[config.mk]
export PLATFORM = sky130hd
export DESIGN_NAME = protobuf_field_scanner_flat
export DESIGN_NICKNAME = d
export VERILOG_FILES = /design/src/rtl/pfs_pkg.sv /design/src/rtl/pfs_if.sv /design/src/rtl/pfs_front.sv /design/src/rtl/pfs_queue.sv /design/src/rtl/pfs_scan.sv /design/src/rtl/protobuf_field_scanner.sv /design/src/flat_wrapper.sv
export SDC_FILE = /design/constraint.sdc
export NUM_CORES = 1
export LEC_CHECK = 0
export ABC_CLOCK_PERIOD_IN_PS = 6100
export BUFFER_PORTS_ARGS = -buffer_cell sky130_fd_sc_hd__buf_2
export CAP_MARGIN = 20
export CORE_UTILIZATION = 40
export CTS_CLUSTER_DIAMETER = 80
export DETAILED_ROUTE_END_ITERATION = 8
export PLACE_DENSITY = 0.59
export SYNTH_ARGS = -nofsm -noshare
export SYNTH_HDL_FRONTEND = slang
export SYNTH_HIERARCHICAL = 1
export SYNTH_SLANG_ARGS = --single-unit
[constraint.sdc]
create_clock -name i_clk -period 6.1 [get_ports i_clk]
set_clock_uncertainty 0.05 [all_clocks]
set_input_delay 0.61 -clock i_clk [delete_from_list [all_inputs] [get_ports i_clk]]
set_output_delay 0.61 -clock i_clk [all_outputs]
set_load 0.03 [all_outputs]
[src/rtl/pfs_pkg.sv]
package pfs_pkg;

    // Message position counter width and derived widths.
    localparam int POS_BITS         = 16;
    localparam int MAX_VARINT_BYTES = 5;
    localparam int FIELD_W          = 29;
    localparam int VALUE_W          = 32;
    localparam int OFFSET_W         = 16;
    localparam int LENGTH_W         = 16;
    localparam int STATUS_W         = 3;
    localparam int CFG_INDEX_W      = 1;
    localparam int CFG_DATA_W       = 29;

    // Fixed skip lengths of the fixed-size wire types.
    localparam logic [VALUE_W-1:0] FIXED32_BYTES = 32'd4;
    localparam logic [VALUE_W-1:0] FIXED64_BYTES = 32'd8;

    // Configuration register indexes.
    localparam logic [CFG_INDEX_W-1:0] CFG_TARGET_FIELD = 1'b0;
    localparam logic [CFG_INDEX_W-1:0] CFG_SEARCH_MODE  = 1'b1;

    // Wire types.
    localparam logic [2:0] WIRE_VARINT  = 3'd0;
    localparam logic [2:0] WIRE_FIXED64 = 3'd1;
    localparam logic [2:0] WIRE_LENGTH  = 3'd2;
    localparam logic [2:0] WIRE_FIXED32 = 3'd5;

    // Search modes.
    localparam logic MODE_VARINT = 1'b0;
    localparam logic MODE_BYTES  = 1'b1;

    typedef enum logic [2:0] {
        PH_TAG,
        PH_VAL,
        PH_LEN,
        PH_SKIP,
        PH_MSKIP,
        PH_DONE
    } t_phase;

    typedef enum logic [STATUS_W-1:0] {
        ST_FOUND     = 3'd0,
        ST_ABSENT    = 3'd1,
        ST_MALFORMED = 3'd2,
        ST_PAST_END  = 3'd3,
        ST_TOO_LONG  = 3'd4
    } t_status;

    // A classified message byte as it travels from the front to the scanner.
    typedef struct packed {
        logic       last;
        logic       cont;
        logic [6:0] low7;
    } t_item;

    // Places seven payload bits of a varint byte at their position in the value.
    function automatic logic [VALUE_W-1:0] varint_part(input logic [6:0] low7,
                                                       input logic [2:0] shift);
        logic [38:0] wide;
        logic [4:0]  amount;
        amount = 5'({2'b00, shift} * 5'd7);
        wide   = 39'(low7) << amount;
        return wide[VALUE_W-1:0];
    endfunction

endpackage

[src/rtl/pfs_if.sv]
// Byte channel into the scanner.
interface pfs_in_if;
    logic       valid;
    logic       ready;
    logic [7:0] data_byte;
    logic       last_byte;

    modport source (output valid, output data_byte, output last_byte, input ready);
    modport sink   (input valid, input data_byte, input last_byte, output ready);
endinterface

// Result channel out of the scanner.
interface pfs_out_if;
    logic        valid;
    logic        ready;
    logic [2:0]  scan_status;
    logic [31:0] field_value;
    logic [15:0] field_offset;
    logic [15:0] field_length;

    modport source (output valid, output scan_status, output field_value,
                    output field_offset, output field_length, input ready);
    modport sink   (input valid, input scan_status, input field_value,
                    input field_offset, input field_length, output ready);
endinterface

[src/rtl/pfs_front.sv]
module pfs_front (
    input  logic           i_clk,
    input  logic           i_rst_n,
    pfs_in_if.sink         i_byte,
    output logic           o_push_valid,
    input  logic           i_push_ready,
    output pfs_pkg::t_item o_push_item
);
    import pfs_pkg::*;

    logic  r_valid;
    t_item r_item;
    t_item n_item;

    // Split each byte into its continuation flag and seven payload bits.
    always_comb begin
        n_item.last = i_byte.last_byte;
        n_item.cont = i_byte.data_byte[7];
        n_item.low7 = i_byte.data_byte[6:0];
    end

    // The input register refills whenever it is empty or drains this cycle.
    assign i_byte.ready = !r_valid || i_push_ready;
    assign o_push_valid = r_valid;
    assign o_push_item  = r_item;

    always_ff @(posedge i_clk) begin
        if (!i_rst_n) begin
            r_valid <= 1'b0;
        end else if (i_byte.ready) begin
            r_valid <= i_byte.valid;
        end
    end

    always_ff @(posedge i_clk) begin
        if (i_byte.valid && i_byte.ready) begin
            r_item <= n_item;
        end
    end

endmodule

[src/rtl/pfs_queue.sv]
module pfs_queue (
    input  logic           i_clk,
    input  logic           i_rst_n,
    input  logic           i_push_valid,
    output logic           o_push_ready,
    input  pfs_pkg::t_item i_push_item,
    output logic           o_pop_valid,
    input  logic           i_pop_ready,
    output pfs_pkg::t_item o_pop_item
);
    import pfs_pkg::*;

    t_item      r_entry [2];
    logic       r_wr_ptr;
    logic       r_rd_ptr;
    logic [1:0] r_count;
    logic       push;
    logic       pop;

    assign o_push_ready = (r_count != 2'd2);
    assign o_pop_valid  = (r_count != 2'd0);
    assign o_pop_item   = r_entry[r_rd_ptr];
    assign push         = i_push_valid && o_push_ready;
    assign pop          = o_pop_valid && i_pop_ready;

    // Pointers and fill count of the two-entry queue.
    always_ff @(posedge i_clk) begin
        if (!i_rst_n) begin
            r_wr_ptr <= 1'b0;
            r_rd_ptr <= 1'b0;
            r_count  <= 2'd0;
        end else begin
            if (push) begin
                r_wr_ptr <= !r_wr_ptr;
            end
            if (pop) begin
                r_rd_ptr <= !r_rd_ptr;
            end
            if (push && !pop) begin
                r_count <= r_count + 2'd1;
            end else if (pop && !push) begin
                r_count <= r_count - 2'd1;
            end
        end
    end

    always_ff @(posedge i_clk) begin
        if (push) begin
            r_entry[r_wr_ptr] <= i_push_item;
        end
    end

endmodule

[src/rtl/pfs_scan.sv]
module pfs_scan (
    input  logic                                i_clk,
    input  logic                                i_rst_n,
    input  logic                                i_cfg_we,
    input  logic [pfs_pkg::CFG_INDEX_W-1:0]     i_cfg_index,
    input  logic [pfs_pkg::CFG_DATA_W-1:0]      i_cfg_data,
    input  logic                                i_item_valid,
    output logic                                o_item_ready,
    input  pfs_pkg::t_item                      i_item,
    pfs_out_if.source                           o_result
);
    import pfs_pkg::*;

    // Configuration registers.
    logic [FIELD_W-1:0]  r_target;
    logic                r_mode;

    // Message scan state.
    t_phase              r_phase;
    t_phase              n_phase;
    logic [VALUE_W-1:0]  r_acc;
    logic [VALUE_W-1:0]  n_acc;
    logic [2:0]          r_shift;
    logic [2:0]          n_shift;
    logic [FIELD_W-1:0]  r_field;
    logic [FIELD_W-1:0]  n_field;
    logic [VALUE_W-1:0]  r_skip;
    logic [VALUE_W-1:0]  n_skip;
    logic [POS_BITS:0]   r_pos;
    logic [POS_BITS:0]   n_pos;
    t_status             r_status;
    t_status             n_status;
    logic [VALUE_W-1:0]  r_value;
    logic [VALUE_W-1:0]  n_value;
    logic [OFFSET_W-1:0] r_offset;
    logic [OFFSET_W-1:0] n_offset;
    logic [LENGTH_W-1:0] r_length;
    logic [LENGTH_W-1:0] n_length;

    // Result register.
    logic                r_out_valid;
    t_status             r_res_status;
    logic [VALUE_W-1:0]  r_res_value;
    logic [OFFSET_W-1:0] r_res_offset;
    logic [LENGTH_W-1:0] r_res_length;
    t_status             res_status;
    logic [VALUE_W-1:0]  res_value;
    logic [OFFSET_W-1:0] res_offset;
    logic [LENGTH_W-1:0] res_length;

    // Shared decode of the current byte.
    logic                pop;
    logic                over;
    logic [VALUE_W-1:0]  v_acc;
    logic                v_done;
    logic                v_bad;
    logic                match;
    logic [2:0]          tag_wire;
    logic [POS_BITS:0]   pos_inc;
    logic                skip_last;

    // Only a closing byte needs room in the result register.
    assign o_item_ready = !i_item.last || !r_out_valid || o_result.ready;
    assign pop          = i_item_valid && o_item_ready;

    assign over      = r_pos[POS_BITS];
    assign v_acc     = r_acc | varint_part(i_item.low7, r_shift);
    assign v_done    = !i_item.cont;
    assign v_bad     = i_item.cont && (r_shift >= 3'(MAX_VARINT_BYTES - 1));
    assign match     = (r_field == r_target);
    assign tag_wire  = v_acc[2:0];
    assign pos_inc   = r_pos + 1'b1;
    assign skip_last = (r_skip == 32'd1);

    // Configuration writes.
    always_ff @(posedge i_clk) begin
        if (!i_rst_n) begin
            r_target <= 29'd1;
            r_mode   <= MODE_VARINT;
        end else if (i_cfg_we) begin
            case (i_cfg_index)
                CFG_TARGET_FIELD: r_target <= i_cfg_data[FIELD_W-1:0];
                CFG_SEARCH_MODE:  r_mode   <= i_cfg_data[0];
                default:          r_target <= r_target;
            endcase
        end
    end

    // Next phase for one message byte.
    always_comb begin
        n_phase = r_phase;
        if (r_phase != PH_DONE && over) begin
            n_phase = PH_DONE;
        end else begin
            case (r_phase)
                PH_TAG: begin
                    if (v_bad) begin
                        n_phase = PH_DONE;
                    end else if (v_done) begin
                        case (tag_wire)
                            WIRE_VARINT:  n_phase = PH_VAL;
                            WIRE_LENGTH:  n_phase = PH_LEN;
                            WIRE_FIXED32: n_phase = PH_SKIP;
                            WIRE_FIXED64: n_phase = PH_SKIP;
                            default:      n_phase = PH_DONE;
                        endcase
                    end
                end
                PH_VAL: begin
                    if (v_bad || (v_done && r_mode == MODE_VARINT && match)) begin
                        n_phase = PH_DONE;
                    end else if (v_done) begin
                        n_phase = PH_TAG;
                    end
                end
                PH_LEN: begin
                    if (v_bad) begin
                        n_phase = PH_DONE;
                    end else if (v_done) begin
                        if (r_mode == MODE_BYTES && match) begin
                            n_phase = (v_acc == '0) ? PH_DONE : PH_MSKIP;
                        end else begin
                            n_phase = (v_acc == '0) ? PH_TAG : PH_SKIP;
                        end
                    end
                end
                PH_SKIP: begin
                    if (skip_last) begin
                        n_phase = PH_TAG;
                    end
                end
                PH_MSKIP: begin
                    if (skip_last) begin
                        n_phase = PH_DONE;
                    end
                end
                default: n_phase = r_phase;
            endcase
        end
    end

    // Datapath updates for one message byte.
    always_comb begin
        n_acc    = r_acc;
        n_shift  = r_shift;
        n_field  = r_field;
        n_skip   = r_skip;
        n_pos    = r_pos;
        n_status = r_status;
        n_value  = r_value;
        n_offset = r_offset;
        n_length = r_length;
        if (r_phase != PH_DONE && over) begin
            n_status = ST_TOO_LONG;
            n_value  = '0;
            n_offset = '0;
            n_length = '0;
        end else if (r_phase != PH_DONE) begin
            n_pos = pos_inc;
            case (r_phase)
                PH_TAG, PH_VAL, PH_LEN: begin
                    if (v_bad) begin
                        n_status = ST_MALFORMED;
                        n_value  = '0;
                        n_offset = '0;
                        n_length = '0;
                    end else if (!v_done) begin
                        n_acc   = v_acc;
                        n_shift = r_shift + 3'd1;
                    end else begin
                        n_acc   = '0;
                        n_shift = '0;
                        if (r_phase == PH_TAG) begin
                            n_field = v_acc[VALUE_W-1:3];
                            if (tag_wire == WIRE_FIXED32) begin
                                n_skip = FIXED32_BYTES;
                            end else if (tag_wire == WIRE_FIXED64) begin
                                n_skip = FIXED64_BYTES;
                            end else if (tag_wire != WIRE_VARINT &&
                                         tag_wire != WIRE_LENGTH) begin
                                n_status = ST_MALFORMED;
                                n_value  = '0;
                                n_offset = '0;
                                n_length = '0;
                            end
                        end else if (r_phase == PH_VAL) begin
                            if (r_mode == MODE_VARINT && match) begin
                                n_status = ST_FOUND;
                                n_value  = v_acc;
                                n_offset = '0;
                                n_length = '0;
                            end
                        end else begin
                            n_skip = v_acc;
                            if (r_mode == MODE_BYTES && match) begin
                                n_offset = OFFSET_W'(pos_inc);
                                n_length = v_acc[LENGTH_W-1:0];
                                if (v_acc == '0) begin
                                    n_status = ST_FOUND;
                                    n_value  = '0;
                                end
                            end
                        end
                    end
                end
                PH_SKIP, PH_MSKIP: begin
                    n_skip = r_skip - 32'd1;
                    if (r_phase == PH_MSKIP && skip_last) begin
                        n_status = ST_FOUND;
                        n_value  = '0;
                    end
                end
                default: n_skip = r_skip;
            endcase
        end
    end

    // Message result as seen after the closing byte.
    always_comb begin
        if (n_phase == PH_DONE) begin
            res_status = n_status;
            res_value  = n_value;
            res_offset = n_offset;
            res_length = n_length;
        end else begin
            res_status = (n_phase == PH_TAG && n_shift == 3'd0) ? ST_ABSENT : ST_PAST_END;
            res_value  = '0;
            res_offset = '0;
            res_length = '0;
        end
    end

    // Scan state; a closing byte returns everything to the start of a message.
    always_ff @(posedge i_clk) begin
        if (!i_rst_n) begin
            r_phase  <= PH_TAG;
            r_acc    <= '0;
            r_shift  <= '0;
            r_field  <= '0;
            r_skip   <= '0;
            r_pos    <= '0;
            r_status <= ST_ABSENT;
            r_value  <= '0;
            r_offset <= '0;
            r_length <= '0;
        end else if (pop) begin
            if (i_item.last) begin
                r_phase  <= PH_TAG;
                r_acc    <= '0;
                r_shift  <= '0;
                r_field  <= '0;
                r_skip   <= '0;
                r_pos    <= '0;
                r_status <= ST_ABSENT;
                r_value  <= '0;
                r_offset <= '0;
                r_length <= '0;
            end else begin
                r_phase  <= n_phase;
                r_acc    <= n_acc;
                r_shift  <= n_shift;
                r_field  <= n_field;
                r_skip   <= n_skip;
                r_pos    <= n_pos;
                r_status <= n_status;
                r_value  <= n_value;
                r_offset <= n_offset;
                r_length <= n_length;
            end
        end
    end

    // Result register handshake.
    always_ff @(posedge i_clk) begin
        if (!i_rst_n) begin
            r_out_valid <= 1'b0;
        end else if (pop && i_item.last) begin
            r_out_valid <= 1'b1;
        end else if (o_result.ready) begin
            r_out_valid <= 1'b0;
        end
    end

    always_ff @(posedge i_clk) begin
        if (pop && i_item.last) begin
            r_res_status <= res_status;
            r_res_value  <= res_value;
            r_res_offset <= res_offset;
            r_res_length <= res_length;
        end
    end

    assign o_result.valid        = r_out_valid;
    assign o_result.scan_status  = r_res_status;
    assign o_result.field_value  = r_res_value;
    assign o_result.field_offset = r_res_offset;
    assign o_result.field_length = r_res_length;

endmodule

[src/rtl/protobuf_field_scanner.sv]
// Streaming protobuf field scanner.
// Message bytes enter on i_byte (valid/ready), one byte per transaction, with
// last_byte set on the final byte of each message. Exactly one result
// transaction leaves on o_result per message: a status, and the varint value
// or the offset and length of the contents of the first matching field.
// The search target and mode are set through the write port (index 0 is the
// field number, index 1 the mode) while no message is in flight.
// The block takes one byte per cycle while i_byte.ready is high. A byte
// passes an input register, a two-entry queue and the scan state machine.
// The scanner handles one byte per cycle, unless a closing byte waits for the
// result register, as a byte only updates varint, skip and position state.
// When the receiver stalls, the result waits in the output register; bytes
// keep flowing until a second closing byte reaches the scanner, and then the
// queue and input register fill and i_byte.ready drops.
// Reset clears all in-flight bytes and any pending result, sets the target
// field to 1 and selects varint mode.
module protobuf_field_scanner (
    input  logic                                i_clk,
    input  logic                                i_rst_n,
    input  logic                                i_cfg_we,
    input  logic [pfs_pkg::CFG_INDEX_W-1:0]     i_cfg_index,
    input  logic [pfs_pkg::CFG_DATA_W-1:0]      i_cfg_data,
    pfs_in_if.sink                              i_byte,
    pfs_out_if.source                           o_result
);
    import pfs_pkg::*;

    logic  push_valid;
    logic  push_ready;
    t_item push_item;
    logic  pop_valid;
    logic  pop_ready;
    t_item pop_item;

    // Front: input register and byte classification.
    pfs_front u_front (
        .i_clk        (i_clk),
        .i_rst_n      (i_rst_n),
        .i_byte       (i_byte),
        .o_push_valid (push_valid),
        .i_push_ready (push_ready),
        .o_push_item  (push_item)
    );

    // Decoupling queue between front and scanner.
    pfs_queue u_queue (
        .i_clk        (i_clk),
        .i_rst_n      (i_rst_n),
        .i_push_valid (push_valid),
        .o_push_ready (push_ready),
        .i_push_item  (push_item),
        .o_pop_valid  (pop_valid),
        .i_pop_ready  (pop_ready),
        .o_pop_item   (pop_item)
    );

    // Back: wire-format scan and result register.
    pfs_scan u_scan (
        .i_clk        (i_clk),
        .i_rst_n      (i_rst_n),
        .i_cfg_we     (i_cfg_we),
        .i_cfg_index  (i_cfg_index),
        .i_cfg_data   (i_cfg_data),
        .i_item_valid (pop_valid),
        .o_item_ready (pop_ready),
        .i_item       (pop_item),
        .o_result     (o_result)
    );

endmodule
[src/flat_wrapper.sv]
// flat-port wrapper written by rule: the top's interface ports become plain ports
module protobuf_field_scanner_flat import pfs_pkg::*;
  (i_clk, i_rst_n, i_cfg_we, i_cfg_index, i_cfg_data, i_byte_valid, i_byte_data_byte, i_byte_last_byte, i_byte_ready, o_result_valid, o_result_scan_status, o_result_field_value, o_result_field_offset, o_result_field_length, o_result_ready);
  pfs_in_if i_byte_i ();
  pfs_out_if o_result_i ();
  input  logic i_clk;
  input  logic i_rst_n;
  input  logic i_cfg_we;
  input  logic [pfs_pkg::CFG_INDEX_W-1:0] i_cfg_index;
  input  logic [pfs_pkg::CFG_DATA_W-1:0] i_cfg_data;
  input wire logic [$bits(i_byte_i.valid)-1:0] i_byte_valid;
  input wire logic [$bits(i_byte_i.data_byte)-1:0] i_byte_data_byte;
  input wire logic [$bits(i_byte_i.last_byte)-1:0] i_byte_last_byte;
  output wire logic [$bits(i_byte_i.ready)-1:0] i_byte_ready;
  output wire logic [$bits(o_result_i.valid)-1:0] o_result_valid;
  output wire logic [$bits(o_result_i.scan_status)-1:0] o_result_scan_status;
  output wire logic [$bits(o_result_i.field_value)-1:0] o_result_field_value;
  output wire logic [$bits(o_result_i.field_offset)-1:0] o_result_field_offset;
  output wire logic [$bits(o_result_i.field_length)-1:0] o_result_field_length;
  input wire logic [$bits(o_result_i.ready)-1:0] o_result_ready;
  assign i_byte_i.valid = i_byte_valid;
  assign i_byte_i.data_byte = i_byte_data_byte;
  assign i_byte_i.last_byte = i_byte_last_byte;
  assign i_byte_ready = i_byte_i.ready;
  assign o_result_valid = o_result_i.valid;
  assign o_result_scan_status = o_result_i.scan_status;
  assign o_result_field_value = o_result_i.field_value;
  assign o_result_field_offset = o_result_i.field_offset;
  assign o_result_field_length = o_result_i.field_length;
  assign o_result_i.ready = o_result_ready;
  protobuf_field_scanner u_core (.i_clk(i_clk), .i_rst_n(i_rst_n), .i_cfg_we(i_cfg_we), .i_cfg_index(i_cfg_index), .i_cfg_data(i_cfg_data), .i_byte(i_byte_i), .o_result(o_result_i));
endmodule
### Yosys cells after proc, flatten, opt, wreduce, memory -nomap -nowiden

Memories as Yosys holds them, arrays and structs flattened. A register that Yosys moved wholly into a read port is not among the register bits.
Cells that the tools add are included.

* add/sub/neg operators: 5
* multipliers: 1
* magnitude comparators: 1
* eq/ne operators: 20
* reductions and logical operators: 49
* div/mod/pow operators: 0
* multiplexer cells: 113
* shifts and indexed selects: 1
* bitwise gates (word level): 3

Operators by type and width (number)
* $mux W32: 29
* $mux W16: 26
* $mux W29: 7
* $pmux W32 S2: 2
* $mux W3: 32
* $mux W17: 3
* $eq A32 B1 Y1 const B: 1
* $logic_not A32 Y1: 1
* $or A32 B32 Y32: 1
* $shl A7 B5 Y32: 1
* $sub A32 B1 Y32 const B: 1
* $eq A29 B29 Y1: 1
* $add A17 B1 Y17 const B: 1
* $logic_and A1 B1 Y1: 15
* $pmux W3 S5: 1
* $logic_not A3 Y1: 4
* $reduce_bool A2 Y1: 6
* $eq A3 B2 Y1 const B: 3
* $eq A3 B3 Y1 const B: 3
* $ne A3 B3 Y1 const B: 3
* $pmux W3 S3: 1
* $logic_not A1 Y1: 8
* $mux W2: 4
* $reduce_and A8 Y1: 1
* 22 further kinds: 38

* output and inout port bits: 69
* input port bits: 44
* bits in writable memories: 18
* logic and storage cells: 218
* bits in latches: 0
* register bits after elaboration: 295
* memories: 1
* ROM bits: 0

Memories
* u_core.u_queue.r_entry: words 2, width 9, rd ports 1, clocked after Yosys merged registers in 1, write ports 1, line pfs_queue.sv:13 `t_item r_entry [2];`

### Longest topological paths before layout

Gate-level depths: netlist of the first run.

* word-level depth: 15
* mapped depth: 25
* depth with buffers taken out: 21

### Hierarchy

Netlist of the first run, hierarchy kept.

By module, submodules not included
* pfs_scan: seq. area each 6296.0 um^2, times used 1, area an instance 14038.5 um^2, cells each 1580
* pfs_queue: seq. area each 640.6 um^2, times used 1, area an instance 880.8 um^2, cells each 53
* pfs_front: seq. area each 290.3 um^2, times used 1, area an instance 327.8 um^2, cells each 14

### Least setup slack after synthesis of the first run

No wires, ideal clock.

* path kind: reg2reg
* start point: register u_core.u_scan.r_shift[0]
* end point: register u_core.u_scan.r_res_value[12], in the netlist u_core/u_scan/o_result.field_value[12] (data pin)
* path slack: 0.619 ns
* buffers on the path: 4
* cell stages (with the launch flop): 25
* required time: 5.794 ns
* period minus slack after synthesis: 5.481 ns
* data arrival time: 5.175 ns
* library setup time: 0.256 ns
* cell sequence: dfxtp_1 fa_1 ha_1 inv_1 fa_1 buf_2 buf_2 nand2b_1 nor2_1 a221oi_1 o2111ai_1 nor4_4 nand2_1 inv_1 nand2_1 ha_1 a21oi_1 a31o_2 a211oi_1 o21ai_0 nand4_1 and3b_1 buf_6 buf_6 a22o_1

* word-level cells in the longest chain between the ends: 14
* elaborated cells on any way between the ends: 40
* classes of those cells: mul (1); order compare (1); eq/ne (5); shift (1); mux (24); bitwise (1); reduce/logical (7)

RTL lines
* from (decl): line pfs_scan.sv:23 `logic [2:0] r_shift;`
* from (signal assigned): line pfs_scan.sv:261 `r_shift <= n_shift;`
* parallel branches: the longest is 14 deep, another holds $mul A3 B3 Y5
* to (signal assigned): line pfs_scan.sv:287 `r_res_value <= res_value;`
* to (decl): line pfs_scan.sv:43 `logic [VALUE_W-1:0] r_res_value;`

Parallel ways; which one is timed is not known.
A chain may end at the register's enable or synchronous reset.

### Final worst setup path of the first run

* start point: register u_core.u_scan.r_shift[2]
* end point: register u_core.u_scan.r_res_value[27], in the netlist u_core/u_scan/o_result.field_value[27] (data pin)

Same word-level chain as after synthesis.

==> impl_metrics.tcl, run 1 <==
set metrics [dict create \
    status "completed" \
    route.detailed.wl_per_inst_microns 20.4 \
    cts_max_level 2 \
    leakage_nw 6.28 \
    yosysMostFrequentCell "sky130_fd_sc_hd__dfxtp_1" \
    antenna_found_initial 1 \
    layout.nets 1801 \
    drt_pre_antenna_iters 5 \
    critPathSlowestCell "sky130_fd_sc_hd__fa_2" \
    synth_largest_type_area_fraction_pct 28.9 \
    synth.largest_area_cell "sky130_fd_sc_hd__dfxtp_1" \
    rr_endpoint "u_core/u_scan/o_result.field_value[27]" \
    pin_count_of_the_biggest_net_entering_global_routing 69 \
    count_of_unresolved_drc_violations_after_routing 0 \
    finalWorstSetupSlack_ns 0.415 \
    power.density_nw_per_um2 450 \
    floorplan_row_count 71 \
    area_growth_pct 15.3 \
    grt_remaining_overflow 0 \
    synth-async-reset-ratio_pct 0 \
    finalHoldViolations 0 \
    instances_no_fill 2287 \
    min-delay-path-class "in2reg" \
    die_h_microns 197 \
    dp_cells 2218 \
    flop_to_flop_setup_slack_ns 0.41 \
    highest-signal-layer "met4" \
    finalWeightedCongestion 0.941 \
    clock.fmax_mhz 176 \
    cts.path.max_buffers 3 \
    timing.critical_path.cells "fa_1 -> ha_1 -> inv_1 -> fa_2 -> nor2b_1 -> buf_4 -> a211oi_1 -> a31oi_1 -> nor3_1 -> buf_4 -> nand2_1 -> ha_1 -> a21oi_1 -> a31o_2 -> a211oi_1 -> o21ai_0 -> nand4_1 -> and3b_1 -> buf_4 -> a22o_1" \
    clock_insertion_delay_worst_skew_ns 0.53 \
    max_stage_delay_ns 0.53 \
    critPathBufInv 4 \
    critical_path_peak_fanout 27 \
    drive_gt1_share_pct 15.9 \
    cts_setup_buffers 0 \
    cts_tree "done" \
    holdCritStartpoint "i_byte_data_byte[7]" \
    floorplan.die.width_microns 197 \
    slew_headroom_pct 16.0 \
    maximum_capacitance_violations 0 \
    met3_wl_mm 3.11 \
    avgViaCountPerCell 5.78 \
    synthFlopType "sky130_fd_sc_hd__dfxtp_1" \
    ys_top_cells_by_count "sky130_fd_sc_hd__dfxtp_1, sky130_fd_sc_hd__nand2_1, sky130_fd_sc_hd__nor2_1" \
    detailroute.via_count 13200 \
    design_power_total_mw 7.91 \
    synth_fp_nets 1701 \
    timing.final.max_slew_violations 0 \
    critical_path_required_ns 6.33 \
    worst_path_class_setup "reg2reg" \
    peakVddDrop_mv 0.209 \
    synthesis.instances 1647 \
    layout_worst_path_cycle_share_pct 93.2 \
    clk_transition_reported_paths_ns 0.06 \
    startpoint_type "flip-flop" \
    fin_crit_ns 5.69 \
    start_util_pct 40.6 \
    clock_sink_count 314 \
    timing.reg2reg.worst_path_depth 20 \
    synth-edff-count 94 \
    postSynthAreaPerCell_sq_um 9.26 \
    yosysWarnings 6 \
    boundaryPins 113 \
    coreArea_sq_um 37600 \
    worst_slew_pin_slew_ns 1.26 \
    post-route-util_pct 46.8 \
    floorplan.die_area_sq_um 38900 \
    globalRouteTotalUtil_pct 23.9 \
    drt-met1-wl_mm 21.3 \
    drt_wl_total_mm 46.7 \
    number_of_global_route_vias_before_repair 12300 \
    met2_wirelength_from_detailed_routing_mm 21.0 \
    grt_first_pass_wirelength_mm 72.3 \
    critPathMostFrequentCell "sky130_fd_sc_hd__buf_4" \
    yosys-top-cells-area "sky130_fd_sc_hd__dfxtp_1, sky130_fd_sc_hd__edfxtp_1, sky130_fd_sc_hd__nand2_1" \
    place_ws_ns 0.380 \
    io_buffer_count 112 \
    detail-route-antenna-nets 0 \
    post_synth_instance_area_sq_um 15200 \
    cpLargestDelayFamily "compound AO/OA/AOI/OAI gates" \
    synth_sequential_area_ratio_pct 47.4 \
    ys_seq_elements 314 \
    min_path_cells 1 \
    worst-endpoint-arrival_ns 5.92 \
    grt_setup_unrepaired "no" \
    worstHoldEndpoint "u_core/u_front/o_push_item[7]" \
    rr_startpoint "u_core/u_scan/r_shift[2]" \
    drt-initial-drc-count 1084 \
    synth_unique_cells 93 \
    dp_hpwl_mm 32.6 \
    crit_path_end_kind "flip-flop" \
    fin_setup_tns_ns 0 \
    setup_viol 0 \
    clockRootBuffer "sky130_fd_sc_hd__clkbuf_16" \
    path_depth 20 \
    cts-buffers-inserted 37 \
]
-- cells in the final DEF, fill, tap and decap left out, drive strengths merged, types with 20 or more instances in the layout --
cell type,instances
dfxtp,220
nand2,190
buf,161
nor2,123
a21oi,106
edfxtp,94
o21ai,78
inv,66
a21boi,49
clkbuf,48
a22o,46
a22oi,45
xnor2,44
o22ai,43
nor3,41
nand3,39
nor2b,37
nand4,25
xor2,20
-- per-stage QoR --
| stage | hold WS [ns] | instance area (sq um) |
|---|---|---|
| finish | 0.220 | 17600 |
| detailed placement | 0.390 | 16400 |
| global route | 0.193 | 17600 |
| CTS | 0.196 | 17600 |
| global placement | 0.378 | 16400 |
| floorplan | 0.371 | 15200 |
-- cells by family after synthesis --
| logic type | after synthesis | share of synthesized area, % |
|---|---|---|
| and+or+nand+nor | 567 | 18.4 |
| AOI/OAI and AO/OA | 502 | 22.8 |
| DFF | 314 | 47.4 |
| buffers and inverters | 164 | 4.47 |
| xor gates and xnor gates | 64 | 3.77 |
| muxes | 26 | 2.27 |
| adders and majority gates | 10 | 0.919 |
-- worst max path at each step --
| stage | to | start | slack [ns] |
|---|---|---|---|
| 2_1_floorplan | u_core/u_scan/o_result.field_value[12] | u_core/u_scan/r_shift[0] | 0.62 |
| 3_3_place_gp | u_core/u_scan/o_result.field_value[21] | u_core/u_scan/r_shift[2] | 0.45 |
| 3_5_place_dp | u_core/u_scan/o_result.field_value[21] | u_core/u_scan/r_shift[2] | 0.38 |
| 4_1_cts | u_core/u_scan/o_result.field_value[21] | u_core/u_scan/r_shift[2] | 0.36 |
| 5_1_grt | u_core/u_scan/o_result.field_value[12] | u_core/u_scan/r_shift[2] | 0.005 |
| 6_report | u_core/u_scan/o_result.field_value[27] | u_core/u_scan/r_shift[2] | 0.41 |
-- registers in the layout, indices dropped and copies added, names as in the netlist, 17 cells and up, named ones only --
name and cells:
u_core/u_scan/r_skip 32, u_core/u_scan/r_pos 17, u_core/u_scan/o_result.field_value 32, u_core/u_scan/r_acc 32, u_core/u_scan/r_value 32, u_core/u_queue/r_entry 18, u_core/u_scan/r_field 29, u_core/u_scan/r_target 29
-- what timing repair did --
action | in CTS | in global routing
hold buffers | 0 | 0
gates resized for setup | 0 | 1
setup endpoints to repair | 0 | 27
-- area by class of cell --
type / count / area (sq um)
flip-flops and latches: 314 / 7230
well taps: 511 / 639
repair buffers: 161 / 928
clock buffers: 48 / 977
fillers: 3716 / 20000
clock inverters: 19 / 193
inverters: 64 / 240
diodes: 1 / 2.50
multi-input cells: 1169 / 7370
-- report_power, final --
part | internal [mW] | switching (mW) | leakage, nW | total, mW
logic | 0.931 | 2.26 | 3.04 | 3.19
registers | 2.40 | 0.159 | 2.67 | 2.56
clock network | 1.27 | 0.888 | 0.568 | 2.16
-- metal layers --
metal  vias up  GRT usage [%]
li1       6243              -
met3        88           3.28
met5         -              0
met2       507           37.2
met4         0           8.47
met1      6388           33.6
(Power assumes the default switching activity.)
==> run 2, diff against run 1 <==
--- a/config.mk
+++ b/config.mk
@@ -8,10 +8,12 @@
 export ABC_CLOCK_PERIOD_IN_PS = 6100
 export BUFFER_PORTS_ARGS = -buffer_cell sky130_fd_sc_hd__buf_2
 export CAP_MARGIN = 20
+export CORE_ASPECT_RATIO = 1.2
 export CORE_UTILIZATION = 40
 export CTS_CLUSTER_DIAMETER = 80
 export DETAILED_ROUTE_END_ITERATION = 8
 export PLACE_DENSITY = 0.59
+export RECOVER_POWER = 25
 export SYNTH_ARGS = -nofsm -noshare
 export SYNTH_HDL_FRONTEND = slang
 export SYNTH_HIERARCHICAL = 1
==> impl_metrics.tcl, run 2 (synthesis results as in run 1) <==
set metrics [dict create \
    status "finished with violations" \
    violations "max-capacitance violations, max-slew violations" \
    avgViaCountPerCell 5.80 \
    drt-initial-drc-count 1070 \
    crit_path_end_kind "flip-flop" \
    io_buffer_count 112 \
    finalWeightedCongestion 0.923 \
    clockRootBuffer "sky130_fd_sc_hd__clkbuf_16" \
    clock.fmax_mhz 175 \
    clock_insertion_delay_worst_skew_ns 0.54 \
    floorplan_row_count 77 \
    detailroute.via_count 13000 \
    antenna_found_initial 0 \
    coreArea_sq_um 37200 \
    cts.path.max_buffers 3 \
    peakVddDrop_mv 0.216 \
    area_growth_pct 14.5 \
    fin_setup_tns_ns 0 \
    worst_slew_pin_slew_ns 3.29 \
    detail-route-antenna-nets 0 \
    grt_setup_unrepaired "no" \
    count_of_unresolved_drc_violations_after_routing 0 \
    startpoint_type "flip-flop" \
    number_of_global_route_vias_before_repair 12400 \
    layout.nets 1799 \
    boundaryPins 113 \
    route.detailed.wl_per_inst_microns 20.3 \
    die_h_microns 216 \
    cts-buffers-inserted 35 \
    layout.filler_cells 3554 \
    drt_pre_antenna_iters 6 \
    floorplan.die.width_microns 180 \
    pin_count_of_the_biggest_net_entering_global_routing 76 \
    cts_setup_buffers 0 \
    power.density_nw_per_um2 453 \
    min-delay-path-class "in2reg" \
    drt_wl_total_mm 45.6 \
    timing.final.max_slew_violations 137 \
    design_power_total_mw 7.91 \
    worst_path_class_setup "reg2reg" \
    leakage_nw 6.11 \
    critical_path_peak_fanout 27 \
    dp_hpwl_mm 32.1 \
    n_antenna_cell 0 \
    fin_hold_ws_ns 0.221 \
    clk_transition_reported_paths_ns 0.06 \
    slew_headroom_pct -119 \
    worst-endpoint-arrival_ns 5.96 \
    setup_viol 0 \
    cts_tree "done" \
    finalHoldViolations 0 \
    globalRouteTotalUtil_pct 23.1 \
    maximum_capacitance_violations 2 \
    layout.cells.most_common_list "sky130_fd_sc_hd__dfxtp_1, sky130_fd_sc_hd__nand2_1, sky130_fd_sc_hd__nor2_1" \
    grt_first_pass_wirelength_mm 71.3 \
    clock_sink_count 314 \
    critical_path_required_ns 6.33 \
    drive_gt1_share_pct 12.5 \
    grt_remaining_overflow 0 \
    fin_crit_ns 5.73 \
    start_util_pct 41.0 \
    floorplan.die_area_sq_um 38900 \
    cts_max_level 2 \
    layout_worst_path_cycle_share_pct 93.9 \
    most_common_cell_after_layout_fill_and_taps_aside "sky130_fd_sc_hd__dfxtp_1" \
]
[run 2: changes by cell type in the layout (fill, tap and decap cells not counted), moves of 3 or more]
cell / delta
sky130_fd_sc_hd__buf_4: -3
sky130_fd_sc_hd__clkbuf_1: +52
sky130_fd_sc_hd__buf_2: -54
sky130_fd_sc_hd__clkinv_1: +3
[run 2: final cells by class]
type                    instances  area [sq um]  share of cell area (%)
clock buffers                  44           941                    5.39
clock inverters                20           236                    1.35
inverters                      64           240                    1.38
multi-input cells            1169          7350                    42.1
flip-flops and latches        314          7230                    41.4
well taps                     474           593                    3.40
repair buffers                161           868                    4.97
[run 2: routing by layer]
| metal | share of wire [%] | global-route usage [%] |
|---|---|---|
| met3 | 5.5 | 2.87 |
| met4 | 3.9 | 10.0 |
| met1 | 45 | 31.0 |
| met2 | 46 | 37.5 |
| met5 | 0 | 0 |
[run 2: where the power goes]
part,switching (mW),internal [mW]
clock,0.867,1.31
sequential,0.157,2.40
combinational,2.26,0.912
total,3.29,4.63
[run 2: timing repair]
| action | in CTS | in global routing |
|---|---|---|
| endpoints found under the setup margin | 0 | 25 |
| hold buffers | 0 | 0 |
| gates resized for setup | 0 | 2 |
[run 2: path summary, 6_finish.rpt]
path         slack [ns]  cells after the start                                endpoint                          start
max                0.37                     22  u_core/u_scan/o_result.field_value[21]       u_core/u_scan/r_shift[2]
min                0.22                      1           u_core/u_front/o_push_item[1]            i_byte_data_byte[1]
max reg2reg        0.37                     22  u_core/u_scan/o_result.field_value[21]       u_core/u_scan/r_shift[2]
min reg2reg        0.39                      0            u_core/u_queue/r_entry[0][3]  u_core/u_front/o_push_item[3]
[run 2: critical path, stage by stage (launching register included)]
cell                       delay (ns)
sky130_fd_sc_hd__dfxtp_2         0.42
sky130_fd_sc_hd__fa_1            0.45
sky130_fd_sc_hd__ha_1            0.21
sky130_fd_sc_hd__inv_1           0.08
sky130_fd_sc_hd__fa_2            0.51
sky130_fd_sc_hd__buf_4           0.22
sky130_fd_sc_hd__nor2b_1         0.21
sky130_fd_sc_hd__nand2_1         0.13
sky130_fd_sc_hd__o21ai_0         0.15
sky130_fd_sc_hd__or4b_4          0.53
sky130_fd_sc_hd__nor4_4          0.30
sky130_fd_sc_hd__nand2_1         0.08
sky130_fd_sc_hd__inv_1           0.06
sky130_fd_sc_hd__nand2_1         0.06
sky130_fd_sc_hd__ha_1            0.29
sky130_fd_sc_hd__a21oi_1         0.06
sky130_fd_sc_hd__a31o_2          0.27
sky130_fd_sc_hd__a211oi_1        0.21
sky130_fd_sc_hd__o21ai_0         0.25
sky130_fd_sc_hd__nand4_1         0.20
sky130_fd_sc_hd__and3b_1         0.19
sky130_fd_sc_hd__buf_4           0.23
sky130_fd_sc_hd__a22o_1          0.28
[run 2: metrics by stage]
stage	area [sq um]	std cells	worst slack (ns)	utilization, %
5_1_grt	17500	2246	0.0806	46.9
4_1_cts	17500	2244	0.238	47.1
3_3_place_gp	16300	2179	0.392	43.9
3_5_place_dp	16300	2180	0.271	43.9
2_1_floorplan	15200	1647	0.619	-
6_report	17500	2246	0.372	46.9
